$ cat src/hw/rtl/assert_macros.svh
// ----------------------------------------------------------------------------
// Assertion macros
// Shared concurrent assertion wrappers for the RTL in this folder.
// ----------------------------------------------------------------------------
`ifndef ASSERT_MACROS_SVH
`define ASSERT_MACROS_SVH

// Checked at every rising edge of clk, and not while rst is high.
`define ASSERT_CLK(label, prop, msg) \
  label: assert property (@(posedge clk) disable iff (rst) prop) else $error(msg);

// Checked at every rising edge of clk, during reset too.
`define ASSERT_CLK_ALWAYS(label, prop, msg) \
  label: assert property (@(posedge clk) prop) else $error(msg);

`endif

$ cat src/hw/rtl/udscan_pkg.sv
// ----------------------------------------------------------------------------
// udscan_pkg
// Types, constants and the digit decoder shared by the counter and scan logic.
// ----------------------------------------------------------------------------
package udscan_pkg;

  typedef enum logic [1:0] {
    OP_TICK = 2'd0,
    OP_UP   = 2'd1,
    OP_DOWN = 2'd2,
    OP_LOAD = 2'd3
  } opcode_t;

  localparam int unsigned CountW  = 10;
  localparam int unsigned SegW    = 7;
  localparam int unsigned PosW    = 2;
  localparam int unsigned DigitW  = 4;
  localparam int unsigned ByteW   = 8;

  localparam logic [CountW-1:0] CountMax = 10'd999;

  localparam logic [PosW-1:0] PosHundreds = 2'd0;
  localparam logic [PosW-1:0] PosTens     = 2'd1;
  localparam logic [PosW-1:0] PosUnits    = 2'd2;

  // Reciprocal multipliers: x*41 >> 12 is x/100 and x*103 >> 10 is x/10
  // over the ranges used here (count up to 999, remainder up to 99).
  localparam logic [5:0] RecipHundred = 6'd41;
  localparam int unsigned RecipHundredShift = 12;
  localparam logic [6:0] RecipTen = 7'd103;
  localparam int unsigned RecipTenShift = 10;

  // Decimal digit to gfedcba pattern; bit 0 is segment a.
  function automatic logic [SegW-1:0] seg_decode(input logic [DigitW-1:0] digit);
    logic [SegW-1:0] seg;
    unique case (digit)
      4'd0:    seg = 7'b0111111;
      4'd1:    seg = 7'b0000110;
      4'd2:    seg = 7'b1011011;
      4'd3:    seg = 7'b1001111;
      4'd4:    seg = 7'b1100110;
      4'd5:    seg = 7'b1101101;
      4'd6:    seg = 7'b1111101;
      4'd7:    seg = 7'b0000111;
      4'd8:    seg = 7'b1111111;
      default: seg = 7'b1101111;
    endcase
    return seg;
  endfunction

endpackage

$ cat src/hw/rtl/updown_counter_seven_segment_scan_core.sv
// ----------------------------------------------------------------------------
// updown_counter_seven_segment_scan_core
// Decimal up/down counter (0 to 999) driving a three-digit multiplexed
// seven-segment display. Each request steps the count up or down, loads a
// byte into it, or advances the display scan by one digit (hundreds, tens,
// units). The count saturates at 0 and 999. Every request yields one result
// carrying the shown pattern, the enabled digit and the count. The block takes
// one request per cycle while its second output slot is empty. A result is
// registered in the output register, or in the second slot while a result
// there is held by stall. Requests stall only when both slots are full.
// ----------------------------------------------------------------------------
`include "assert_macros.svh"

module updown_counter_seven_segment_scan_core (
  input  logic       clk,
  input  logic       rst,

  input  logic       cmd_valid,
  output logic       cmd_stall,
  input  logic [1:0] opcode,
  input  logic [7:0] load_value,

  output logic       res_valid,
  input  logic       res_stall,
  output logic [6:0] segments,
  output logic [1:0] digit_index,
  output logic [9:0] count_value
);

  // Architectural state.
  logic [9:0] count;
  logic [9:0] count_next;
  logic [1:0] scan_pos;
  logic [1:0] scan_pos_next;
  logic [6:0] shown;
  logic [6:0] shown_next;
  logic [1:0] enabled_next;

  // Second output slot.
  logic       skid_valid;
  logic [6:0] skid_segments;
  logic [1:0] skid_digit_index;
  logic [9:0] skid_count_value;

  logic       cmd_take;
  logic       res_take;

  // Digit extraction.
  logic [15:0] hund_prod;
  logic [3:0]  hund_digit;
  logic [9:0]  hund_scaled;
  logic [6:0]  rem_hund;
  logic [13:0] tens_prod;
  logic [3:0]  tens_digit;
  logic [6:0]  tens_scaled;
  logic [3:0]  unit_digit;
  logic [3:0]  sel_digit;
  logic [1:0]  pos_eff;
  logic [1:0]  pos_prev;

  assign cmd_stall = skid_valid;
  assign cmd_take  = cmd_valid && !cmd_stall;
  assign res_take  = res_valid && !res_stall;

  always_comb begin
    hund_prod   = 16'(count) * 16'(udscan_pkg::RecipHundred);
    hund_digit  = hund_prod[udscan_pkg::RecipHundredShift +: 4];
    hund_scaled = 10'(hund_digit) * 10'd100;
    rem_hund    = 7'(count - hund_scaled);
    tens_prod   = 14'(rem_hund) * 14'(udscan_pkg::RecipTen);
    tens_digit  = tens_prod[udscan_pkg::RecipTenShift +: 4];
    tens_scaled = 7'(tens_digit) * 7'd10;
    unit_digit  = 4'(rem_hund - tens_scaled);
  end

  always_comb begin
    // A scan position of 3 cannot arise; it is read as the hundreds digit.
    pos_eff  = (scan_pos == 2'd3) ? udscan_pkg::PosHundreds : scan_pos;
    pos_prev = (pos_eff == udscan_pkg::PosHundreds) ? udscan_pkg::PosUnits
                                                    : pos_eff - 2'd1;
    unique case (pos_eff)
      udscan_pkg::PosHundreds: sel_digit = hund_digit;
      udscan_pkg::PosTens:     sel_digit = tens_digit;
      default:                 sel_digit = unit_digit;
    endcase
  end

  always_comb begin
    count_next    = count;
    scan_pos_next = pos_eff;
    shown_next    = shown;
    enabled_next  = pos_prev;
    unique case (udscan_pkg::opcode_t'(opcode))
      udscan_pkg::OP_TICK: begin
        shown_next    = udscan_pkg::seg_decode(sel_digit);
        enabled_next  = pos_eff;
        scan_pos_next = (pos_eff == udscan_pkg::PosUnits) ? udscan_pkg::PosHundreds
                                                           : pos_eff + 2'd1;
      end
      udscan_pkg::OP_UP: begin
        if (count < udscan_pkg::CountMax) begin
          count_next = count + 10'd1;
        end
      end
      udscan_pkg::OP_DOWN: begin
        if (count != 10'd0) begin
          count_next = count - 10'd1;
        end
      end
      default: begin
        count_next = 10'(load_value);
      end
    endcase
  end

  always_ff @(posedge clk) begin
    if (rst) begin
      count      <= '0;
      scan_pos   <= '0;
      shown      <= '0;
      res_valid  <= 1'b0;
      skid_valid <= 1'b0;
    end else begin
      if (cmd_take) begin
        count    <= count_next;
        scan_pos <= scan_pos_next;
        shown    <= shown_next;
      end
      if (cmd_take && (!res_valid || res_take)) begin
        res_valid <= 1'b1;
      end else if (cmd_take) begin
        skid_valid <= 1'b1;
      end else if (res_take) begin
        res_valid  <= skid_valid;
        skid_valid <= 1'b0;
      end
    end
  end

  // Payload registers, no reset needed.
  always_ff @(posedge clk) begin
    if (cmd_take && (!res_valid || res_take)) begin
      segments    <= shown_next;
      digit_index <= enabled_next;
      count_value <= count_next;
    end else if (cmd_take) begin
      skid_segments    <= shown_next;
      skid_digit_index <= enabled_next;
      skid_count_value <= count_next;
    end else if (res_take && skid_valid) begin
      segments    <= skid_segments;
      digit_index <= skid_digit_index;
      count_value <= skid_count_value;
    end
  end

  `ASSERT_CLK(a_count_in_range, count <= udscan_pkg::CountMax, "count above 999")
  `ASSERT_CLK(a_scan_pos_in_range, scan_pos != 2'd3, "scan position out of range")
  `ASSERT_CLK(a_skid_needs_res, skid_valid |-> res_valid, "second slot full, first empty")
  `ASSERT_CLK(a_res_digit, res_valid |-> digit_index != 2'd3, "bad digit")
  `ASSERT_CLK(a_res_count, res_valid |-> count_value <= udscan_pkg::CountMax, "bad count")
  `ASSERT_CLK(a_skid_drains, (skid_valid && !res_stall) |=> !skid_valid, "slot stuck")

endmodule

$ cat config.mk
export PLATFORM = sky130hd
export DESIGN_NAME = updown_counter_seven_segment_scan_core
export DESIGN_NICKNAME = d
export VERILOG_FILES = /design/src/hw/rtl/udscan_pkg.sv /design/src/hw/rtl/updown_counter_seven_segment_scan_core.sv
export VERILOG_INCLUDE_DIRS = /design/src /design/src/hw/rtl
export SDC_FILE = /design/constraint.sdc
export NUM_CORES = 1
export LEC_CHECK = 0
export ABC_AREA = 1
export BUFFER_PORTS_ARGS = -buffer_cell sky130_fd_sc_hd__buf_2
export CELL_PAD_IN_SITES_DETAIL_PLACEMENT = 1
export CELL_PAD_IN_SITES_GLOBAL_PLACEMENT = 1
export CORE_MARGIN = 2
export CORE_UTILIZATION = 23
export CTS_CLUSTER_SIZE = 16
export DETAILED_ROUTE_END_ITERATION = 7
export GPL_TIMING_DRIVEN = 0
export PLACE_DENSITY = 0.44
export SYNTH_ARGS = -nofsm -noshare
export SYNTH_HDL_FRONTEND = slang
export SYNTH_SLANG_ARGS = --single-unit
$ cat constraint.sdc
create_clock -name clk -period 9.55 [get_ports clk]
set_input_delay 2.3875 -clock clk [delete_from_list [all_inputs] [get_ports clk]]
set_output_delay 2.3875 -clock clk [all_outputs]
set_load 0.01 [all_outputs]
==> run summary, run 1 <==
The yosys synthesis warning count is 0. The number of nets handed over by synthesis was 821. Power spread over the standard cell area amounts to 388 nW/um^2. The smallest clock period supported by the final layout is computed as 8.76 ns. The startpoint identified for the worst hold timing path is skid_count_value[9]$_DFFE_PP_. The run gives 4 as the number of detailed-route iterations in the first pass. The start-to-end type of the worst setup path was reg2reg. The cell seen most often among critical-path stages was sky130_fd_sc_hd__ha_1.

The run gives 6490 um^2 as the final design area excluding fillers. The met2 capacity usage during global routing is 0.246. The maximum number of pins on one net before global-route repair is 21. 35 I/O pins were placed. The endpoint identified for the worst register-to-register timing path is segments[1]$_DFFE_PP_.

Number of antenna violations at the first check in global routing: 0. The top cell types in the final layout, fill and taps aside, are sky130_fd_sc_hd__nand2_1 (161), sky130_fd_sc_hd__inv_1 (109), sky130_fd_sc_hd__ha_1 (86), sky130_fd_sc_hd__nand3_1 (49), sky130_fd_sc_hd__nor2_1 (41). For the routability-driven placement congestion ratio, the log shows 0.774.

The run gives 0 as the hold violation total from the final report. The clock latency of the later-clocked register in the worst-skew pair was 0.32 ns. The largest vdd supply drop came out at 0.284 mV.

The total routed wirelength was 16,700 um. For this run, the slowest stage of the critical path takes 0.47 ns. Port buffering added 34 buffers.

Timing would allow up to 114 MHz. For the number of clock sinks, the log shows 59. The cell count after synthesis was 707. For the portion of the post-synthesis area used by sequential elements, the log shows 0.281. The average instance in the mapped netlist occupies 7.87 um^2. The fraction of synthesized cell area taken by the top area cell type was 0.205; the count of flip-flops with a built-in enable after synthesis was 38. The number of buffers created by CTS was 9. Max-slew violation count: 0. After global routing, the most crowded layer is met2. The run gives 5,181 as the via count of the first global-routing pass.

The met3 track utilization from global routing came out at 0.0128. The cell row count came out at 56. In this run the number of H-tree levels came out at 3. The final setup skew is 0.0108 ns, and the height of the die is 160 um.

By area the synthesized netlist is led by sky130_fd_sc_hd__edfxtp_1 (20%), sky130_fd_sc_hd__ha_1 (19%), sky130_fd_sc_hd__nand2_1 (11%). The worst-case headroom to the max-slew limit was 0.421; the critical path data required time was 9.59 ns. Data arrives at the worst endpoint at 8.80 ns.

The routed length per placed instance was 15.5 um; the fraction of final layout cells with drive strength greater than 1 was 0.150. The post-synthesis instance area was 5570 um^2; the number of violations of the max-capacitance limit was 0. The HPWL after detailed placement is 14,000 um. In the routed layout, each cell is associated on average with a via count of 4.44.

The run gives 0 as the DRC violation count after routing. The placed instances occupy a cell area of 6170 um^2. After the first detailed-routing iteration, the DRC count stood at 143. The tools report the setup TNS after final layout as 0 ns. The run finished with clean final reports. For the worst setup slack for register-to-register paths, the log shows 0.79 ns. The cell type of the slowest stage on the worst timing path is sky130_fd_sc_hd__dfxtp_1.

The number of register bits inferred by synthesis is 59. The run gives 3.24 nW as the static power due to leakage. The predominant post-synthesis flop cell was sky130_fd_sc_hd__edfxtp_1. The post-route clock period utilization is 0.917, and the area added between synthesis and finish is 16.6%. For hold timing, the worst endpoint is count_value[9]$_DFFE_PP_. Leaving out fill and tap cells, the most frequent cell in the layout is sky130_fd_sc_hd__nand2_1. The run gives 27,800 um as the first-pass GRT wire length. In this run the horizontal extent of the chip is 160 um.

The cell chosen for the clock root was sky130_fd_sc_hd__clkbuf_16. After clock tree synthesis, the clock-pin slew on the worst setup and hold paths is 0.06 ns. The die covers 25,500 um^2. The cell depth of the worst hold path is 2, and the slew of the pin with the lowest slew margin is 0.867 ns. For this run, the post-layout net count is 868. Along the worst path, the maximum fanout reaches 4.

The fraction of registers with async set/reset was 0. The tools report the element type at the critical path start as a register. Initial standard-cell utilization of the core: 0.236. The floorplan step defined a core boundary enclosing 23,600 um^2. The global routing usage summed across all routing layers was 0.136.

The reg-to-reg startpoint was count[3]$_SDFFE_PP0P_. The final setup violation count is 0, and the worst reg2reg path depth is 40. No sink is reached through more buffers than the 2 on the longest clock path.

TritonCTS built the clock tree. Once detail routing completed, the nets flagged for antenna violations numbered 0. The count of distinct cell types in the synthesized netlist came out at 47. In this run the worst setup path begins at count[3]$_SDFFE_PP0P_. STA classifies the critical path endpoint as a register. 0 antenna diodes ended up in the layout. For the global routing usage on met1, the log shows 0.173. The cts-stage hold buffer count is 0.

The classification of the worst-slack hold path is reg2reg. After global routing the overflow that remains totals 0. The detailed-route via count came out at 4,785. The biggest area contributor in the post-synthesis netlist is sky130_fd_sc_hd__edfxtp_1.
-- power by group --
| group | internal, mW | switching, mW |
|---|---|---|
| Sequential | 0.302 | 0.0184 |
| Combinational | 0.690 | 1.19 |
| Clock | 0.201 | 0.117 |
-- through the flow --
step           setup WS, ns  hold slack [ns]  cells  utilization  power [mW]
6_report              0.791            0.518   1078        0.275        2.52
5_1_grt            -0.00413            0.544   1078        0.275        2.87
4_1_cts               0.314            0.522   1077        0.274        2.55
3_5_place_dp          0.338            0.506   1061        0.261        2.21
3_3_place_gp          0.433            0.506   1060        0.260        2.16
2_1_floorplan          1.60            0.494    707            -        1.74
-- synth_stat cells (all sizes together) (4+ instances only) --
library cell	number
dfxtp	21
buf	5
o21ai	48
or2	4
fa	14
nand4	11
o211ai	4
a21oi	35
nor2	48
o2111ai	4
xnor2	5
edfxtp	38
nand2	173
xor2	7
ha	86
nor3	8
nand3	56
clkbuf	8
inv	115
-- critical path, delay by kind of cell (launching register included) --
| kind | cells | cell delay (ns) |
|---|---|---|
| AO/OA/AOI/OAI | 8 | 1.26 |
| buffers and inverters | 5 | 0.34 |
| AND/OR/NAND/NOR | 10 | 1.22 |
| flip-flops | 1 | 0.47 |
| XOR/XNOR | 4 | 0.86 |
| adder cells (fa/ha/maj) | 13 | 4.32 |
-- how the worst max path moves through the flow --
stage                                  endpoint  slack [ns]  depth (start not counted)
after floorplan           segments[5]$_DFFE_PP_        1.60                         40
after global placement    segments[5]$_DFFE_PP_        0.43                         43
after detailed placement  segments[1]$_DFFE_PP_        0.34                         43
after CTS                 segments[1]$_DFFE_PP_        0.31                         43
after global routing      segments[1]$_DFFE_PP_      -0.004                         40
final                     segments[1]$_DFFE_PP_        0.79                         40
-- flip-flops by register name, summed over array words and instances, names as in the netlist --
signal and cells:
segments 7, shown 7, res_valid 1, skid_count_value 10, skid_digit_index 2, scan_pos 2
skid_segments 7, digit_index 2, count_value 10, count 10, cmd_stall 1
-- cell type report --
type | count | area (um^2)
well taps | 319 | 399
fillers | 2883 | 17100
clock buffers | 9 | 225
multi-input cells | 520 | 3520
plain buffers | 13 | 67.6
repair buffers | 36 | 205
clock inverters | 7 | 67.6
inverters | 115 | 434
flip-flops and latches | 59 | 1580
-- cell families after synthesis --
| logic type | count (synthesis) | synth area share |
|---|---|---|
| buffers and inverters | 128 | 0.0901 |
| adders and majority gates | 100 | 0.244 |
| AOI/OAI and AO/OA | 103 | 0.113 |
| xor gates and xnor gates | 12 | 0.0189 |
| DFF | 59 | 0.281 |
| and+or+nand+nor | 305 | 0.254 |
-- what timing repair did --
item	in CTS	in global routing
resized for setup	0	10
setup endpoints to repair	0	21
buffers inserted	0	1
-- layer usage --
layer  up-vias  part of all wire
met2        48              0.50
met3        13             0.015
met5         -                 0
met1      2289              0.48
met4         0             0.013
li1       2435                 -
Power figures use the tool's default switching activity.
==> run 2, diff against run 1 <==
==> constraint.sdc (replaced) <==
create_clock -name clk -period 9.2 [get_ports clk]
set_input_delay 2.3 -clock clk [delete_from_list [all_inputs] [get_ports clk]]
set_output_delay 2.3 -clock clk [all_outputs]
set_load 0.01 [all_outputs]
==> run 2 against run 1 <==
Count of clock-buffer cells in the layout unchanged. Register-to-register slack got worse by 0.13 ns. Critical path depth increased by 1. Core utilization increased by 0.48 points. Non-clock buffer count increased by 9.
==> run summary, run 2 (synthesized netlist as in run 1, its figures left out) <==
The peak fanout along the critical path was 4 (unchanged); the antenna diode instance count was 0 (unchanged). The logs give 27,800 um (unchanged) for the first-pass GRT wire length and 0 (unchanged) for the DRC violation count after routing. The hold violation total from the final report is 0 (unchanged). Cell type of the slowest stage on the worst timing path: sky130_fd_sc_hd__fa_1 (was sky130_fd_sc_hd__dfxtp_1). The number of buffers created by CTS was 9 (unchanged); the number of routed nets with antenna violations was 0 (unchanged). The largest vdd supply drop was 0.296 mV (was 0.284 mV); the number of clock sinks was 59 (unchanged).

The total of buffers placed on input and output ports was 34 (unchanged). The height of the die is 160 um (unchanged). The fraction of final layout cells with drive strength greater than 1 was 0.171 (was 0.150). The die width works out to 160 um (unchanged).

The post-route clock period utilization was 0.928 (was 0.917). Cell chosen for the clock root: sky130_fd_sc_hd__clkbuf_16 (unchanged). The cell seen most often among critical-path stages is sky130_fd_sc_hd__ha_1 (unchanged).

The count of buffering cells on the critical path with inverters included came out at 5 (unchanged). The static power due to leakage came out at 3.29 nW (was 3.24 nW). The run gives 0.136 (unchanged) as the global routing usage summed across all routing layers. Top flop regs: count: 10 flops, count_value: 10 flops, skid_count_value: 10 flops (unchanged).

The run finished with clean final reports. The tools report the area of the die as 25,500 um^2 (unchanged). The classification of the worst-slack hold path is reg2reg (unchanged). The post-CTS clock slew at the launch and capture registers of the worst setup and hold paths was 0.06 ns (about the same); the number of detailed-route iterations in the first pass was 4 (unchanged). The start-to-end type of the worst setup path is reg2reg (unchanged).

The tools report the endpoint kind of the worst setup timing path as a register (unchanged). For the routability-driven placement congestion ratio, the log shows 0.774 (unchanged). Max-slew violation count: 0 (unchanged). The element type at the critical path start is a register (unchanged).

The worst hold slack across all endpoints came out at 0.518 ns (about the same). The routed length per placed instance works out to 15.4 um (was 15.5 um). The clock latency of the later-clocked register in the worst-skew pair is 0.32 ns (about the same). The highest attainable clock frequency came out at 117 MHz (was 114 MHz). The tools report the final setup skew as 0.0103 ns (was 0.0108 ns). The logs give 8.58 ns (was 8.80 ns) for the data arrival time at the worst-slack endpoint and 6600 um^2 (was 6490 um^2) for the final design area excluding fillers.

The run gives 0.280 (was 0.275) as the core occupancy in the finished layout. The kind of cell with the highest combined delay on the critical path was adder cells (unchanged). The detailed-route vias per instance is 4.43 (was 4.44). The run gives 4,814 (was 4,785) as the detailed-route via count.

For the number of violations of the max-capacitance limit, the log shows 0 (unchanged). The number of DRC markers in iteration 0 was 131 (was 143); the placeable core area was 23,600 um^2 (unchanged). The area taken by flip-flops and latches is 1580 um^2 (about the same), and the combined area of the multi-input logic cells is 3560 um^2 (was 3520 um^2). For the depth of the CTS H-tree, the log shows 3 (unchanged).

The cts-stage hold buffer count was 0 (unchanged); the critical path data required time was 9.24 ns (was 9.59 ns). Highest-count cells in the layout ignoring fill and taps: sky130_fd_sc_hd__nand2_1 (160), sky130_fd_sc_hd__inv_1 (109), sky130_fd_sc_hd__ha_1 (85), sky130_fd_sc_hd__nand3_1 (48), sky130_fd_sc_hd__nor2_1 (40) (was sky130_fd_sc_hd__nand2_1 (161), sky130_fd_sc_hd__inv_1 (109), sky130_fd_sc_hd__ha_1 (86), sky130_fd_sc_hd__nand3_1 (49), sky130_fd_sc_hd__nor2_1 (41)). For the total routed wirelength, the log shows 16,800 um (was 16,700 um).

For the worst-case headroom to the max-slew limit, the log shows 0.422 (was 0.421). The most common library cell in the layout ignoring fill and taps was sky130_fd_sc_hd__nand2_1 (unchanged). Total overflow reported by the global router: 0 (unchanged). The area added between synthesis and finish was 18.6% (was 16.6%); the largest stage delay on the critical path was 0.49 ns (was 0.47 ns).

TritonCTS built the clock tree. Power per standard cell area: 412 nW/um^2 (was 388 nW/um^2). Detailed placer's ending HPWL: 14,000 um (unchanged). The logs give 2,885 (was 2,883) for the number of fillers in the final layout and 5,181 (unchanged) for the via count of the first global-routing pass. The instance area at placement is 6170 um^2 (unchanged), and the cell row count is 56 (unchanged).

Total number of nets in the final design: 877 (was 868). The slew of the pin with the lowest slew margin is 0.865 ns (was 0.867 ns), and the number of antenna violations at the first check in global routing is 0 (unchanged). The clock period minus worst slack works out to 8.54 ns (was 8.76 ns). The total I/O pin count is 35 (unchanged). Largest buffer count on any clock path: 2 (unchanged).

The logs give 0.236 (unchanged) for the initial standard-cell utilization of the core and 0 (unchanged) for the final setup violation count. Maximum number of pins on one net before global-route repair: 21 (unchanged).
-- run 2: changes by cell type in the layout (fill, tap and decap cells not counted), moves of 2 or more --
cell and delta:
sky130_fd_sc_hd__dfxtp_2 +3, sky130_fd_sc_hd__dfxtp_1 -3, sky130_fd_sc_hd__buf_4 +9, sky130_fd_sc_hd__o21ai_2 -2, sky130_fd_sc_hd__o21ai_4 +2
-- run 2: metrics by stage --
step	std cells	worst slack, ns	setup TNS [ns]	power, mW
after floorplan	707	1.25	0	1.80
after global placement	1060	0.0828	0	2.24
after detailed placement	1061	-0.0118	-0.0118	2.29
after CTS	1077	0.00281	0	2.64
after global routing	1087	-0.0133	-0.0133	3.10
final	1087	0.660	0	2.72
-- run 2: final timing paths --
kind	slack [ns]	to	cells past startpoint	startpoint
setup reg to reg	0.66	segments[1]$_DFFE_PP_	41	count[3]$_SDFFE_PP0P_
hold / removal	0.52	digit_index[1]$_DFFE_PP_	2	skid_digit_index[1]$_DFFE_PP_
setup / recovery	0.66	segments[1]$_DFFE_PP_	41	count[3]$_SDFFE_PP0P_
hold reg to reg	0.52	digit_index[1]$_DFFE_PP_	2	skid_digit_index[1]$_DFFE_PP_
-- run 2: report_power, final --
part           internal [mW]  switching (mW)
combinational          0.785            1.27
clock                  0.208           0.122
sequential             0.313          0.0178
-- run 2: tightest hold or removal path: cells and delay by family (launching register included) --
kind	cells	cell delay, ns
DFF	1	0.32
and+or+nand+nor	2	0.10
-- run 2: what timing repair did --
item	in CTS	in global routing
endpoints found under the setup margin	4	21
pin swaps	0	7
buffers inserted	0	10
hold endpoints to repair	0	0
resized for setup	2	19
-- run 2: cell type report --
| class | count | share of cell area |
|---|---|---|
| buffer | 13 | 0.0102 |
| clock buffer | 9 | 0.0341 |
| clock inverter | 7 | 0.0102 |
| inverter | 115 | 0.0657 |
| multi-input combinational | 520 | 0.539 |
| sequential | 59 | 0.239 |
| tap | 319 | 0.0604 |
| timing repair buffer | 45 | 0.0413 |
-- run 2: routing by layer --
metal | global-route usage | routed length (um) | vias up
li1 | - | - | 2452
met1 | 0.173 | 7970 | 2300
met2 | 0.246 | 8310 | 49
met3 | 0.0128 | 241 | 13
met4 | 0.0360 | 225 | 0
met5 | 0 | 0 | -
==> run 3, diff against run 2 <==
==> constraint.sdc (replaced) <==
create_clock -name clk -period 9.6 [get_ports clk]
set_input_delay 2.4 -clock clk [delete_from_list [all_inputs] [get_ports clk]]
set_output_delay 2.4 -clock clk [all_outputs]
set_load 0.01 [all_outputs]
==> run 3 against run 2 <==
Total power decreased by 7.7%. Sequential cell count unchanged. First-iteration DRC count decreased by 4.6%. Critical path depth increased by 2. Hold slack improved by 0.0028 ns. Cell count decreased by 0.83%. Via count decreased by 0.56%. Cell area decreased by 1.8%. Register-to-register slack improved by 0.14 ns. Sequential share of layout area increased by 0.31 points. Global-route usage unchanged. Clock skew increased by 0.00060 ns. Critical endpoint unchanged. Highest routed layer unchanged.
==> run summary, run 3 (synthesized netlist as in run 1, its figures left out) <==
The start-to-end type of the worst setup path was reg2reg (unchanged). The number of buffers created by CTS was 9 (unchanged). For the number of antenna violations at the first check in global routing, the log shows 0 (unchanged).

The tools report the detailed placer's ending HPWL as 14,000 um (unchanged). TritonCTS built the clock tree. The logs give 0 (unchanged) for the final setup violation count and 0.246 (unchanged) for the met2 capacity usage during global routing. The slew of the pin with the lowest slew margin is 0.864 ns (was 0.865 ns), and the depth of the CTS H-tree is 3 (unchanged). Startpoint of the most critical setup path: count[1]$_SDFFE_PP0P_ (was count[3]$_SDFFE_PP0P_). The die width is 160 um (unchanged), and the height of the die is 160 um (unchanged). The peak fanout along the critical path is 10 (was 4). The post-CTS clock slew at the launch and capture registers of the worst setup and hold paths is 0.06 ns (about the same), and the setup TNS after final layout is 0 ns (unchanged).

Static power due to leakage: 3.23 nW (was 3.29 nW). The reg-to-reg critical path endpoint was segments[1]$_DFFE_PP_ (unchanged). The number of violations of the max-capacitance limit is 0 (unchanged). The total routed wirelength came out at 16,700 um (was 16,800 um). Worst-case headroom to the max-slew limit: 0.422 (about the same). The total overflow reported by the global router is 0 (unchanged), and the highest attainable clock frequency is 114 MHz (was 117 MHz). The clock period minus worst slack is 8.80 ns (was 8.54 ns), and the detailed-route vias per instance is 4.44 (was 4.43).

The first-pass GRT wire length is 27,800 um (unchanged), and the antenna diode instance count is 0 (unchanged). The logs give 0.80 ns (was 0.66 ns) for the worst setup slack for register-to-register paths and 0 (unchanged) for the hold violation total from the final report. The cts-stage hold buffer count came out at 0 (unchanged).

The cell type of the slowest stage on the worst timing path is sky130_fd_sc_hd__dfxtp_2 (was sky130_fd_sc_hd__fa_1). The total number of nets in the final design was 868 (was 877); the total I/O pin count was 35 (unchanged). Capture point of the worst path: segments[1]$_DFFE_PP_ (unchanged). The clock latency of the later-clocked register in the worst-skew pair is 0.32 ns (about the same). The largest vdd supply drop is 0.282 mV (was 0.296 mV). The routed length per placed instance is 15.5 um (was 15.4 um), and the detailed-route via count is 4,787 (was 4,814). The largest stage delay on the critical path was 0.52 ns (was 0.49 ns); the initial standard-cell utilization of the core was 0.236 (unchanged). The area added between synthesis and finish was 16.5% (was 18.6%). The tools report the cell chosen for the clock root as sky130_fd_sc_hd__clkbuf_16 (unchanged). The largest buffer count on any clock path came out at 2 (unchanged). The fraction of final layout cells with drive strength greater than 1 is 0.149 (was 0.171), and the post-route clock period utilization is 0.916 (was 0.928).

The logs give 0.0128 (unchanged) for the met3 track utilization from global routing and 0 (unchanged) for the number of routed nets with antenna violations. The endpoint kind of the worst setup timing path was a register (unchanged). The data arrival time at the worst-slack endpoint came out at 8.84 ns (was 8.58 ns). Reg-to-reg startpoint: count[1]$_SDFFE_PP0P_ (was count[3]$_SDFFE_PP0P_).

The final setup skew was 0.0109 ns (was 0.0103 ns). The classification of the worst-slack hold path was reg2reg (unchanged). Global routing's busiest layer: met2 (unchanged).

Maximum number of pins on one net before global-route repair: 21 (unchanged). The global routing usage on met1 is 0.173 (unchanged). The routability-driven placement congestion ratio is 0.774 (unchanged), and the critical path data required time is 9.64 ns (was 9.24 ns). The power per standard cell area was 387 nW/um^2 (was 412 nW/um^2). Top flop regs: count: 10 flops, count_value: 10 flops, skid_count_value: 10 flops (unchanged). The run gives 6170 um^2 (unchanged) as the instance area at placement.

The run gives 0 (unchanged) as the max-slew violation count. The logs give 0 (unchanged) for the DRC violation count after routing and 4 (unchanged) for the number of detailed-route iterations in the first pass. The element type at the critical path start was a register (unchanged). The flow ran to the end, and the final reports show no timing, DRC or antenna violations. The number of clock sinks came out at 59 (unchanged). The via count of the first global-routing pass is 5,181 (unchanged). The area of the die was 25,500 um^2 (unchanged). The cell seen most often among critical-path stages was sky130_fd_sc_hd__ha_1 (unchanged). The most common library cell in the layout ignoring fill and taps is sky130_fd_sc_hd__nand2_1 (unchanged).

The worst reg2reg path depth was 43 (was 41). Setup repair after global routing left no endpoint under its margin. Highest-count cells in the layout ignoring fill and taps: sky130_fd_sc_hd__nand2_1 (161), sky130_fd_sc_hd__inv_1 (109), sky130_fd_sc_hd__ha_1 (86), sky130_fd_sc_hd__nand3_1 (49), sky130_fd_sc_hd__nor2_1 (41) (was sky130_fd_sc_hd__nand2_1 (160), sky130_fd_sc_hd__inv_1 (109), sky130_fd_sc_hd__ha_1 (85), sky130_fd_sc_hd__nand3_1 (48), sky130_fd_sc_hd__nor2_1 (40)). The number of DRC markers in iteration 0 is 125 (was 131). The total of buffers placed on input and output ports came out at 34 (unchanged). The run gives 6480 um^2 (was 6600 um^2) as the final design area excluding fillers. The logs give 56 (unchanged) for the cell row count and 0.136 (unchanged) for the global routing usage summed across all routing layers. For the placeable core area, the log shows 23,600 um^2 (unchanged).
-- run 3: changes by cell type in the layout (fill, tap and decap cells not counted), moves of 2 or more --
cell	before	now
sky130_fd_sc_hd__buf_4	10	1
sky130_fd_sc_hd__o21ai_2	1	3
sky130_fd_sc_hd__a21oi_1	31	33
sky130_fd_sc_hd__o21ai_4	2	0
sky130_fd_sc_hd__dfxtp_1	13	16
sky130_fd_sc_hd__dfxtp_4	3	1
sky130_fd_sc_hd__a21oi_2	3	1
-- run 3: cell type report --
class,count,area [um^2]
Fill cell,2884,17100
Multi-Input combinational cell,520,3510
Sequential cell,59,1570
Inverter,115,434
Tap cell,319,399
Clock buffer,9,225
Timing Repair Buffer,36,205
Clock inverter,7,67.6
Buffer,13,67.6
-- run 3: stage by stage --
step	hold WS, ns	total power, mW	std cells	util	setup WS, ns
3_3_place_gp	0.506	2.14	1060	0.260	0.483
2_1_floorplan	0.494	1.73	707	-	1.65
4_1_cts	0.522	2.53	1077	0.274	0.364
6_report	0.520	2.51	1078	0.275	0.803
5_1_grt	0.545	2.86	1078	0.275	0.00398
3_5_place_dp	0.506	2.20	1061	0.261	0.388
-- run 3: critical path, delay by kind of cell, from the launching register on --
kind | cells | cell delay (ns)
xor+xnor | 4 | 0.86
buf+inv | 6 | 0.42
flops | 1 | 0.52
fa+ha+maj | 13 | 4.32
compound gates | 5 | 0.79
simple gates | 15 | 1.61
-- run 3: worst min path at each step --
stage | from | endpoint | slack [ns] | depth (start not counted)
final | skid_digit_index[1]$_DFFE_PP_ | digit_index[1]$_DFFE_PP_ | 0.52 | 2
after global placement | skid_count_value[9]$_DFFE_PP_ | count_value[9]$_DFFE_PP_ | 0.51 | 2
after detailed placement | skid_count_value[9]$_DFFE_PP_ | count_value[9]$_DFFE_PP_ | 0.51 | 2
after global routing | skid_count_value[9]$_DFFE_PP_ | count_value[9]$_DFFE_PP_ | 0.54 | 2
after floorplan | skid_segments[4]$_DFFE_PP_ | segments[4]$_DFFE_PP_ | 0.49 | 2
after CTS | skid_count_value[9]$_DFFE_PP_ | count_value[9]$_DFFE_PP_ | 0.52 | 2
-- run 3: power breakdown --
group	switching (mW)	total [mW]	internal, mW
clock	0.117	0.317	0.200
combinational	1.19	1.87	0.687
sequential	0.0181	0.318	0.300
-- run 3: metal layers --
metal  routed length (um)  vias to the layer above
li1                     -                     2436
met4                  230                        0
met5                    0                        -
met1                 7910                     2285
met2                 8270                       51
met3                  278                       15
-- run 3: timing repair --
item | CTS | global route
buffers inserted | 0 | 1
setup endpoints to repair | 0 | 21
resized for setup | 0 | 7
